### src/rtl/assert_macros.svh
// Assertion macros shared by the packed genotype dot product RTL.
`ifndef ASSERT_MACROS_SVH
`define ASSERT_MACROS_SVH

// Clocked property with a custom message, disabled during reset.
`define ASSERT_AT_MSG(label, clk, rst, prop, msg) \
   label: assert property (@(posedge clk) disable iff (rst) (prop)) else $error(msg);

// Clocked property with a generic message.
`define ASSERT_AT(label, clk, rst, prop) \
   `ASSERT_AT_MSG(label, clk, rst, prop, "pgdp assertion failed")

`endif

### src/rtl/pgdp_pkg.sv
// Package: widths, genotype codes and stage types for the genotype dot product.
`default_nettype none

package pgdp_pkg;

   localparam int unsigned SUM_W       = 48;
   localparam int unsigned WEIGHT_W    = 32;
   localparam int unsigned MEAN_W      = 16;
   localparam int unsigned DOT_W       = 64;
   localparam int unsigned IMPUTE_FRAC = 14;

   localparam logic signed [DOT_W-1:0] IMPUTE_ROUND = DOT_W'(64'sd1 <<< (IMPUTE_FRAC - 1));

   typedef enum logic [1:0] {
      GENO_NONE = 2'd0,
      GENO_ONE  = 2'd1,
      GENO_TWO  = 2'd2,
      GENO_MISS = 2'd3
   } geno_code_type;

   // Final sums of one column plus its imputation mean.
   typedef struct packed {
      logic signed [SUM_W-1:0] sum_one;
      logic signed [SUM_W-1:0] sum_two;
      logic signed [SUM_W-1:0] sum_miss;
      logic [MEAN_W-1:0]       mean;
   } fin_type;

endpackage

`default_nettype wire

### src/rtl/pgdp_ifs.sv
// Request and response channel interfaces of the genotype dot product.
`default_nettype none

interface pgdp_req_if import pgdp_pkg::*; ();
   logic                       valid;
   logic                       ready;
   logic [1:0]                 geno_code;
   logic signed [WEIGHT_W-1:0] weight;
   logic [MEAN_W-1:0]          mean_impute;
   logic                       last_sample;

   modport source (output valid, geno_code, weight, mean_impute, last_sample, input ready);
   modport sink   (input valid, geno_code, weight, mean_impute, last_sample, output ready);
endinterface

interface pgdp_rsp_if import pgdp_pkg::*; ();
   logic                    valid;
   logic                    ready;
   logic signed [DOT_W-1:0] dot_value;

   modport source (output valid, dot_value, input ready);
   modport sink   (input valid, dot_value, output ready);
endinterface

`default_nettype wire

### src/rtl/packed_genotype_dot_product.sv
// Top level: streaming two-bit genotype column dot product with mean imputation.
//
//   channel   dir  fields                                            width
//   req_bus   in   geno_code, weight, mean_impute, last_sample       2/32/16/1
//   rsp_bus   out  dot_value                                         64
//
// One beat per cycle sustained except while a last beat is held; each non-last
// beat is accumulated in the cycle after it is taken. A column result passes
// through the input, sum-capture, multiply and result registers.
// Synchronous reset clears the three sums and all valid flags.
// A stalled result backs up through the capture and multiply stages; only a
// last beat can be held in the input register, other beats keep flowing.
`default_nettype none

module packed_genotype_dot_product import pgdp_pkg::*; (
   input  wire logic  clock,
   input  wire logic  reset,
   pgdp_req_if.sink   req_bus,
   pgdp_rsp_if.source rsp_bus
);

   fin_type fin;
   logic    fin_valid;
   logic    fin_ready;

   pgdp_accum u_accum (
      .clock     (clock),
      .reset     (reset),
      .req_bus   (req_bus),
      .fin       (fin),
      .fin_valid (fin_valid),
      .fin_ready (fin_ready)
   );

   pgdp_combine u_combine (
      .clock     (clock),
      .reset     (reset),
      .fin       (fin),
      .fin_valid (fin_valid),
      .fin_ready (fin_ready),
      .rsp_bus   (rsp_bus)
   );

endmodule

`default_nettype wire

### src/rtl/pgdp_accum.sv
// Input register and per-code running sums; hands finished column sums downstream.
`default_nettype none

`include "assert_macros.svh"

module pgdp_accum import pgdp_pkg::*; (
   input  wire logic   clock,
   input  wire logic   reset,
   pgdp_req_if.sink    req_bus,
   output fin_type     fin,
   output logic        fin_valid,
   input  wire logic   fin_ready
);

   logic                       in_vld_ff;
   geno_code_type              in_code_ff;
   logic signed [WEIGHT_W-1:0] in_weight_ff;
   logic [MEAN_W-1:0]          in_mean_ff;
   logic                       in_last_ff;

   logic signed [SUM_W-1:0] sum_one_ff,  sum_one_in;
   logic signed [SUM_W-1:0] sum_two_ff,  sum_two_in;
   logic signed [SUM_W-1:0] sum_miss_ff, sum_miss_in;
   logic signed [SUM_W-1:0] sum_sel, sum_add, weight_ext;

   fin_type fin_ff;
   logic    fin_vld_ff;
   logic    in_move;

   // Non-last beats only touch the sums and never wait.
   assign in_move       = in_vld_ff && (!in_last_ff || !fin_vld_ff || fin_ready);
   assign req_bus.ready = !in_vld_ff || in_move;

   always_ff @(posedge clock) begin
      if (reset) begin
         in_vld_ff <= 1'b0;
      end else if (req_bus.ready) begin
         in_vld_ff <= req_bus.valid;
      end
      if (req_bus.ready && req_bus.valid) begin
         in_code_ff   <= geno_code_type'(req_bus.geno_code);
         in_weight_ff <= req_bus.weight;
         in_mean_ff   <= req_bus.mean_impute;
         in_last_ff   <= req_bus.last_sample;
      end
   end

   // One shared adder; the code picks which sum it feeds.
   always_comb begin
      weight_ext = SUM_W'(in_weight_ff);
      case (in_code_ff)
         GENO_ONE: sum_sel = sum_one_ff;
         GENO_TWO: sum_sel = sum_two_ff;
         default:  sum_sel = sum_miss_ff;
      endcase
      sum_add     = sum_sel + weight_ext;
      sum_one_in  = (in_code_ff == GENO_ONE)  ? sum_add : sum_one_ff;
      sum_two_in  = (in_code_ff == GENO_TWO)  ? sum_add : sum_two_ff;
      sum_miss_in = (in_code_ff == GENO_MISS) ? sum_add : sum_miss_ff;
   end

   always_ff @(posedge clock) begin
      if (reset) begin
         sum_one_ff  <= '0;
         sum_two_ff  <= '0;
         sum_miss_ff <= '0;
      end else if (in_move) begin
         if (in_last_ff) begin
            sum_one_ff  <= '0;
            sum_two_ff  <= '0;
            sum_miss_ff <= '0;
         end else begin
            sum_one_ff  <= sum_one_in;
            sum_two_ff  <= sum_two_in;
            sum_miss_ff <= sum_miss_in;
         end
      end
   end

   always_ff @(posedge clock) begin
      if (reset) begin
         fin_vld_ff <= 1'b0;
      end else if (in_move && in_last_ff) begin
         fin_vld_ff <= 1'b1;
      end else if (fin_ready) begin
         fin_vld_ff <= 1'b0;
      end
      if (in_move && in_last_ff) begin
         fin_ff.sum_one  <= sum_one_in;
         fin_ff.sum_two  <= sum_two_in;
         fin_ff.sum_miss <= sum_miss_in;
         fin_ff.mean     <= in_mean_ff;
      end
   end

   assign fin       = fin_ff;
   assign fin_valid = fin_vld_ff;

   `ASSERT_AT_MSG(a_clear_after_last, clock, reset,
      in_move && in_last_ff |=> sum_one_ff == '0 && sum_two_ff == '0 && sum_miss_ff == '0,
      "sums not cleared after last beat")
   `ASSERT_AT(a_fin_hold, clock, reset,
      fin_vld_ff && !fin_ready |=> fin_vld_ff && $stable(fin_ff))
   `ASSERT_AT(a_none_keeps_sums, clock, reset,
      in_move && !in_last_ff && in_code_ff == GENO_NONE
         |=> $stable(sum_one_ff) && $stable(sum_two_ff) && $stable(sum_miss_ff))

endmodule

`default_nettype wire

### src/rtl/pgdp_combine.sv
// Imputation multiply and final combine of column sums into the result register.
`default_nettype none

`include "assert_macros.svh"

module pgdp_combine import pgdp_pkg::*; (
   input  wire logic    clock,
   input  wire logic    reset,
   input  wire fin_type fin,
   input  wire logic    fin_valid,
   output logic         fin_ready,
   pgdp_rsp_if.source   rsp_bus
);

   logic                    mul_vld_ff;
   logic signed [DOT_W-1:0] prod_ff, prod_in;
   logic signed [DOT_W-1:0] part_ff, part_in;
   logic signed [DOT_W:0]   prod_full;
   logic signed [MEAN_W:0]  mean_s;

   logic                    out_vld_ff;
   logic signed [DOT_W-1:0] dot_ff, dot_in;
   logic                    out_free;

   assign out_free  = !out_vld_ff || rsp_bus.ready;
   assign fin_ready = !mul_vld_ff || out_free;

   // Q.16 sum times unsigned Q2.14 mean gives Q.30; fits in 64 bits.
   always_comb begin
      mean_s    = signed'({1'b0, fin.mean});
      prod_full = fin.sum_miss * mean_s;
      prod_in   = prod_full[DOT_W-1:0];
      part_in   = DOT_W'(fin.sum_one) + (DOT_W'(fin.sum_two) <<< 1);
   end

   always_ff @(posedge clock) begin
      if (reset) begin
         mul_vld_ff <= 1'b0;
      end else if (fin_ready) begin
         mul_vld_ff <= fin_valid;
      end
      if (fin_ready && fin_valid) begin
         prod_ff <= prod_in;
         part_ff <= part_in;
      end
   end

   // Round to nearest, ties up, back to Q.16.
   assign dot_in = part_ff + ((prod_ff + IMPUTE_ROUND) >>> IMPUTE_FRAC);

   always_ff @(posedge clock) begin
      if (reset) begin
         out_vld_ff <= 1'b0;
      end else if (out_free) begin
         out_vld_ff <= mul_vld_ff;
      end
      if (out_free && mul_vld_ff) begin
         dot_ff <= dot_in;
      end
   end

   assign rsp_bus.valid     = out_vld_ff;
   assign rsp_bus.dot_value = dot_ff;

   `ASSERT_AT(a_mul_to_out, clock, reset, mul_vld_ff && out_free |=> out_vld_ff)

endmodule

`default_nettype wire
### src/flat_wrapper.sv
// flat-port wrapper written by rule: the top's interface ports become plain ports
module packed_genotype_dot_product_flat import pgdp_pkg::*;
  (clock, reset, req_bus_valid, req_bus_geno_code, req_bus_weight, req_bus_mean_impute, req_bus_last_sample, req_bus_ready, rsp_bus_valid, rsp_bus_dot_value, rsp_bus_ready);
  pgdp_req_if req_bus_i ();
  pgdp_rsp_if rsp_bus_i ();
  input  wire logic clock;
  input  wire logic reset;
  input wire logic [$bits(req_bus_i.valid)-1:0] req_bus_valid;
  input wire logic [$bits(req_bus_i.geno_code)-1:0] req_bus_geno_code;
  input wire logic [$bits(req_bus_i.weight)-1:0] req_bus_weight;
  input wire logic [$bits(req_bus_i.mean_impute)-1:0] req_bus_mean_impute;
  input wire logic [$bits(req_bus_i.last_sample)-1:0] req_bus_last_sample;
  output wire logic [$bits(req_bus_i.ready)-1:0] req_bus_ready;
  output wire logic [$bits(rsp_bus_i.valid)-1:0] rsp_bus_valid;
  output wire logic [$bits(rsp_bus_i.dot_value)-1:0] rsp_bus_dot_value;
  input wire logic [$bits(rsp_bus_i.ready)-1:0] rsp_bus_ready;
  assign req_bus_i.valid = req_bus_valid;
  assign req_bus_i.geno_code = req_bus_geno_code;
  assign req_bus_i.weight = req_bus_weight;
  assign req_bus_i.mean_impute = req_bus_mean_impute;
  assign req_bus_i.last_sample = req_bus_last_sample;
  assign req_bus_ready = req_bus_i.ready;
  assign rsp_bus_valid = rsp_bus_i.valid;
  assign rsp_bus_dot_value = rsp_bus_i.dot_value;
  assign rsp_bus_i.ready = rsp_bus_ready;
  packed_genotype_dot_product u_core (.clock(clock), .reset(reset), .req_bus(req_bus_i), .rsp_bus(rsp_bus_i));
endmodule
### config.mk
export PLATFORM = sky130hd
export DESIGN_NAME = packed_genotype_dot_product_flat
export DESIGN_NICKNAME = d
export VERILOG_FILES = /design/src/rtl/pgdp_pkg.sv /design/src/rtl/pgdp_ifs.sv /design/src/rtl/packed_genotype_dot_product.sv /design/src/rtl/pgdp_accum.sv /design/src/rtl/pgdp_combine.sv /design/src/flat_wrapper.sv
export VERILOG_INCLUDE_DIRS = /design/src /design/src/rtl
export SDC_FILE = /design/constraint.sdc
export NUM_CORES = 2
export LEC_CHECK = 0
export ABC_AREA = 1
export BUFFER_PORTS_ARGS = -buffer_cell sky130_fd_sc_hd__buf_2
export CAP_MARGIN = 25
export CORE_MARGIN = 3
export CORE_UTILIZATION = 45
export CTS_BUF_LIST = sky130_fd_sc_hd__clkbuf_4
export DETAILED_ROUTE_END_ITERATION = 12
export PLACE_DENSITY = 0.61
export SKIP_LAST_GASP = 1
export SLEW_MARGIN = 25
export SYNTH_ARGS = -nofsm -noshare
export SYNTH_HDL_FRONTEND = slang
export SYNTH_SLANG_ARGS = --single-unit
### constraint.sdc
create_clock -name clock -period 11.5 [get_ports clock]
set_clock_uncertainty 0.15 [all_clocks]
set_input_delay 0.575 -clock clock [delete_from_list [all_inputs] [get_ports clock]]
set_output_delay 0.575 -clock clock [all_outputs]
set_load 0.03 [all_outputs]
=== After elaboration in Yosys (flattened, before gate mapping) ===
Index checks and enable logic that the tools add are counted.
W data, S select, Z words.

* Bits in writable memories: 0
* Input bits: 55
* Output and inout port bits: 66
* Flip-flop bits (word level): 551
* Bits in latches: 0
* Bits in read-only memories: 0
* Memories: 0

* $add $sub $neg: 4
* Multiply operators: 1
* Div/mod/pow operators: 0
* Bitwise logic cells: 0
* Equal/unequal tests: 3
* Multiplexer cells: 9
* Reduce and logical (&&, ||, !) cells: 16
* Shifts and indexed selects: 0
* Order comparisons: 0

{| class="wikitable"
|+ Operators with widths
! cell !! count
|-
| $mux W48 || 6
|-
| $pmux W48 S2 || 1
|-
| $add A64 B15 Y64 const B || 1
|-
| $add A64 B50 Y64 || 1
|-
| $mul A48 B17 Y64 || 1
|-
| $add A48 B49 Y50 || 1
|-
| $add A48 B32 Y48 || 1
|-
| $logic_and A1 B1 Y1 || 5
|-
| $logic_not A1 Y1 || 5
|-
| $logic_or A1 B1 Y1 || 5
|-
| $eq A2 B2 Y1 const B || 2
|-
| $eq A2 B1 Y1 const B || 1
|-
| $mux W1 || 2
|-
| $reduce_bool A2 Y1 || 1
|}

=== Logic depth before layout (Yosys ltp) ===
* Depth after elaboration: 7
* Depth in mapped cells: 29
* Mapped depth without buffers: 27

=== Cells and area by module ===
Synthesis repeated with hierarchy kept, for this count alone.

* Cells, all modules: 8,348
* Area total of the unflattened synthesis: 61,134.9 sq um

{| class="wikitable"
|+ Modules (own cells, without submodules)
! module !! sequential area each (sq um) !! instances !! area an instance (sq um) !! cells each
|-
| pgdp_combine || 4,994.8 || 1 || 42,284.3 || 5,991
|-
| pgdp_accum || 9,258.9 || 1 || 18,850.6 || 2,357
|}

=== Worst setup path before layout ===
OpenSTA, ideal clock, no wires.

* Path kind: register -> register
* Start point: register u_core.u_accum.fin_ff, in the netlist u_core.u_accum.fin[2]
* End point: register u_core.u_combine.prod_ff[63] (data pin)
* Arrival time: 5.625 ns
* Stages on the path, launching flop included: 25
* Path slack: 5.473 ns
* Data required time: 11.098 ns
* Cells stage by stage: edfxtp_1 > clkbuf_1 > nand2_1 > inv_1 > fa_1 > inv_1 > fa_1 > inv_1 > fa_1 > inv_1 > fa_1 > inv_1 > fa_1 > inv_1 > fa_1 > inv_1 > ha_1 > a21oi_1 > nor3_1 > a211oi_1 > nand2_1 > a211oi_1 > nand2_1 > nand2_1 > nand2_1

* Word-level cells in the longest chain between the ends: 1

{| class="wikitable"
|+ Ends and longest elaborated chain
! element !! RTL line !! RTL
|-
| from (decl) || pgdp_accum.sv:26 || <nowiki>fin_type fin_ff;</nowiki>
|-
| $mul A48 B17 Y64 || pgdp_combine.sv:31 || <nowiki>prod_full = fin.sum_miss * mean_s;</nowiki>
|-
| net u_core.u_combine.prod_full[63] || pgdp_combine.sv:18 || <nowiki>logic signed [DOT_W:0] prod_full;</nowiki>
|-
| to (signal assigned) || pgdp_combine.sv:43 || <nowiki>prod_ff <= prod_in;</nowiki>
|-
| to (decl) || pgdp_combine.sv:16 || <nowiki>logic signed [DOT_W-1:0] prod_ff, prod_in;</nowiki>
|}

The timed path passes the listed nets, and every way through them passes these cells.
A chain may end at the register's enable or synchronous reset.

=== Final worst setup path ===
* Start point: register u_core.u_accum.fin_ff, in the netlist u_core.u_accum.fin[2]
* End point: register u_core.u_combine.prod_ff[58] (data pin)

Same word-level chain as after synthesis.

==> flow_metrics.env <==
export IMPL_setup_worst_path_class="reg -> reg"
export IMPL_pre_cts_slack_ps=4490
export IMPL_gp_congestion=0.992
export IMPL_hpwlAfterDp_um=155000
export IMPL_synth_distinct_cells=55
export IMPL_drt_antenna_violating_nets=0
export IMPL_drive_above_1_share=0.0609
export IMPL_setup_tns_ps=0
export IMPL_wl_per_cell_um=20.4
export IMPL_rsz0062_at_grt="no"
export IMPL_final_setup_viol_count=0
export IMPL_finalCritPeriodShare=0.618
export IMPL_worstPathArrival_ps=7790
export IMPL_grt_pass1_vias=50700
export IMPL_crit_fanout=48
export IMPL_overflow=0
export IMPL_worst_pin_slew_ps=1120
export IMPL_post_cts_buffers=0
export IMPL_clk_pin_slew_ps=60
export IMPL_routed_via_density=5.24
export IMPL_cts_made_buffers=147
export IMPL_synth_seq_cells=524
export IMPL_final_cell_mix="nand2_1 (2,011), inv_1 (1,795), fa_1 (709)"
export IMPL_syn_area_per_cell_sq_um=7.71
export IMPL_maxSlewViolCount=0
export IMPL_drc_errors=0
export IMPL_die_h_um=368
export IMPL_grt_use_total=0.292
export IMPL_finalPower_mw=17.2
export IMPL_final_common_cell="nand2_1"
export IMPL_whs_ps=183
export IMPL_ctsHoldBuffers=106
export IMPL_drtIter0Drc=5013
export IMPL_dp_cells=9289
export IMPL_cts_num_sinks=524
export IMPL_maxCapViolations=0
export IMPL_drt_pass1_iter_count=6
export IMPL_grt_first_pass_wirelength_um=302000
export IMPL_rows=132
export IMPL_clock_latency_ps=1180
export IMPL_hold_class="in -> reg"
export IMPL_fin_ws_ps=4390
export IMPL_fin_crit_ps=7110
export IMPL_syn_area_sq_um=59100
export IMPL_synthCells=7667
export IMPL_synth_yosys_seq_area_share=0.241
export IMPL_power_per_cell_area_nw_per_um2=268
export IMPL_slew_headroom=0.254
export IMPL_nNetsFinal=8860
export IMPL_cp_data_required_time_ps=12180
export IMPL_ys_warn_count=0
export IMPL_dieArea_sq_um=136000
export IMPL_fin_cells=9668
export IMPL_core_area_sq_um=130000
export IMPL_port_buffers=120
export IMPL_max_freq_ghz=0.141
export IMPL_hold_viol=0
export IMPL_synth_nets=8724
export IMPL_syn_to_final_growth_pct=8.59
export IMPL_cts_resized=0
export IMPL_p_leak_nw=32.1
export IMPL_h_tree_depth=4
export IMPL_cts_root_buf="clkbuf_4"
export IMPL_wl_um=198000
export IMPL_cts_tree="yes"
export IMPL_status="finished clean"
export IMPL_grt_antenna_before_repair=6
export IMPL_cts_path_max_buffers=3
export IMPL_boundaryPins=121
export IMPL_die_x_um=368
export IMPL_end_kind="flip-flop"
export IMPL_critPathLaunchType="flip-flop"
export IMPL_start_util=0.455
export IMPL_vdd_ir_drop_worst_mv=0.314
export IMPL_via_count=50600
export IMPL_grt_max_degree=99
## layout make-up
type / count / area (sq um)
repair buffers: 260 / 1940
well taps: 1742 / 2180
flip-flops and latches: 524 / 14300
diodes: 14 / 35.0
fillers: 12900 / 65800
inverters: 1804 / 6780
clock buffers: 207 / 1550
clock inverters: 51 / 373
multi-input cells: 5066 / 37000
## kinds of logic after synthesis
family / synth area share
fa+ha+maj: 0.302
buf+inv: 0.132
compound gates: 0.0822
xor+xnor: 0.0304
simple gates: 0.211
flops: 0.241
## report_power, final
group          total (mW)  switching, mW  internal (mW)
sequential           2.79          0.166           2.62
clock                1.84          0.889          0.949
combinational        12.6           8.80           3.79
total                17.2           9.86           7.36
## worst max-delay path, cell delays in order, from the launching register on
cell	delay, ps
edfxtp_1	380
buf_4	340
nand2_1	210
inv_1	110
fa_1	750
inv_1	110
fa_1	580
inv_1	300
fa_1	500
fa_1	500
fa_1	490
inv_1	50
fa_1	470
inv_1	40
ha_1	410
nand2_1	160
nor2_1	270
inv_1	120
nor3_1	390
a21oi_1	150
nand2_1	180
xor2_1	90
## worst paths after layout
kind | startpoint | end | slack, ps | cells after the start
max | u_core.u_accum.fin[2] | u_core.u_combine.prod_ff[58] | 4390 | 21
min | rsp_bus_ready | u_core.u_combine.rsp_bus.valid | 180 | 5
max reg2reg | u_core.u_accum.fin[2] | u_core.u_combine.prod_ff[58] | 4390 | 21
min reg2reg | u_core.u_accum.in_mean_ff[11] | u_core.u_accum.fin[11] | 240 | 0
## through the flow
step / util / instance area (sq um)
after floorplan: - / 59100
after global placement: 0.470 / 61100
after detailed placement: 0.470 / 61100
after CTS: 0.493 / 64100
after global routing: 0.494 / 64100
final: 0.494 / 64200
## cells in the mapped netlist (all sizes together)
cell / number / share of area
nor4: 30 / 0.0036
and2: 59 / 0.0062
o21a: 17 / 0.0022
a21oi: 389 / 0.033
nand2: 2023 / 0.13
o221ai: 32 / 0.0047
a211oi: 3 / 0.00038
ha: 293 / 0.062
o21ai: 234 / 0.020
or2: 32 / 0.0034
a21o: 24 / 0.0030
xnor2: 55 / 0.0082
inv: 1804 / 0.11
nand4: 55 / 0.0062
nor2: 451 / 0.030
a221o: 19 / 0.0032
nand3: 297 / 0.026
edfxtp: 376 / 0.19
o21bai: 37 / 0.0047
a211o: 1 / 0.00015
nor3: 45 / 0.0043
nand3b: 6 / 0.00097
clkbuf: 243 / 0.015
nor3b: 2 / 0.00025
buf: 30 / 0.0023
a21boi: 36 / 0.0046
o211ai: 13 / 0.0017
a31oi: 43 / 0.0046
and3: 10 / 0.0011
nand2b: 1 / 0.00011
fa: 709 / 0.24
dfxtp: 148 / 0.050
xor2: 150 / 0.022
## state kept, by name, indices dropped and copies added (netlist names), 2 cells and up
register / count
u_core.u_accum.fin: 160
u_core.u_combine.rsp_bus.dot_value: 64
u_core.u_accum.in_mean_ff: 16
u_core.u_combine.part_ff: 50
u_core.u_combine.prod_ff: 51
u_core.u_accum.in_code_ff: 2
u_core.u_accum.sum_one_ff: 48
u_core.u_accum.in_weight_ff: 32
u_core.u_accum.sum_two_ff: 48
u_core.u_accum.sum_miss_ff: 48
## metal layers
| layer | vias up | track usage | wire length [um] |
|---|---|---|---|
| met5 | - | 0 | 20 |
| met3 | 322 | 0.0598 | 17700 |
| li1 | 23700 | - | - |
| met4 | 4 | 0.106 | 7560 |
| met1 | 24400 | 0.425 | 89500 |
| met2 | 2165 | 0.431 | 82800 |
(Power assumes the default switching activity.)
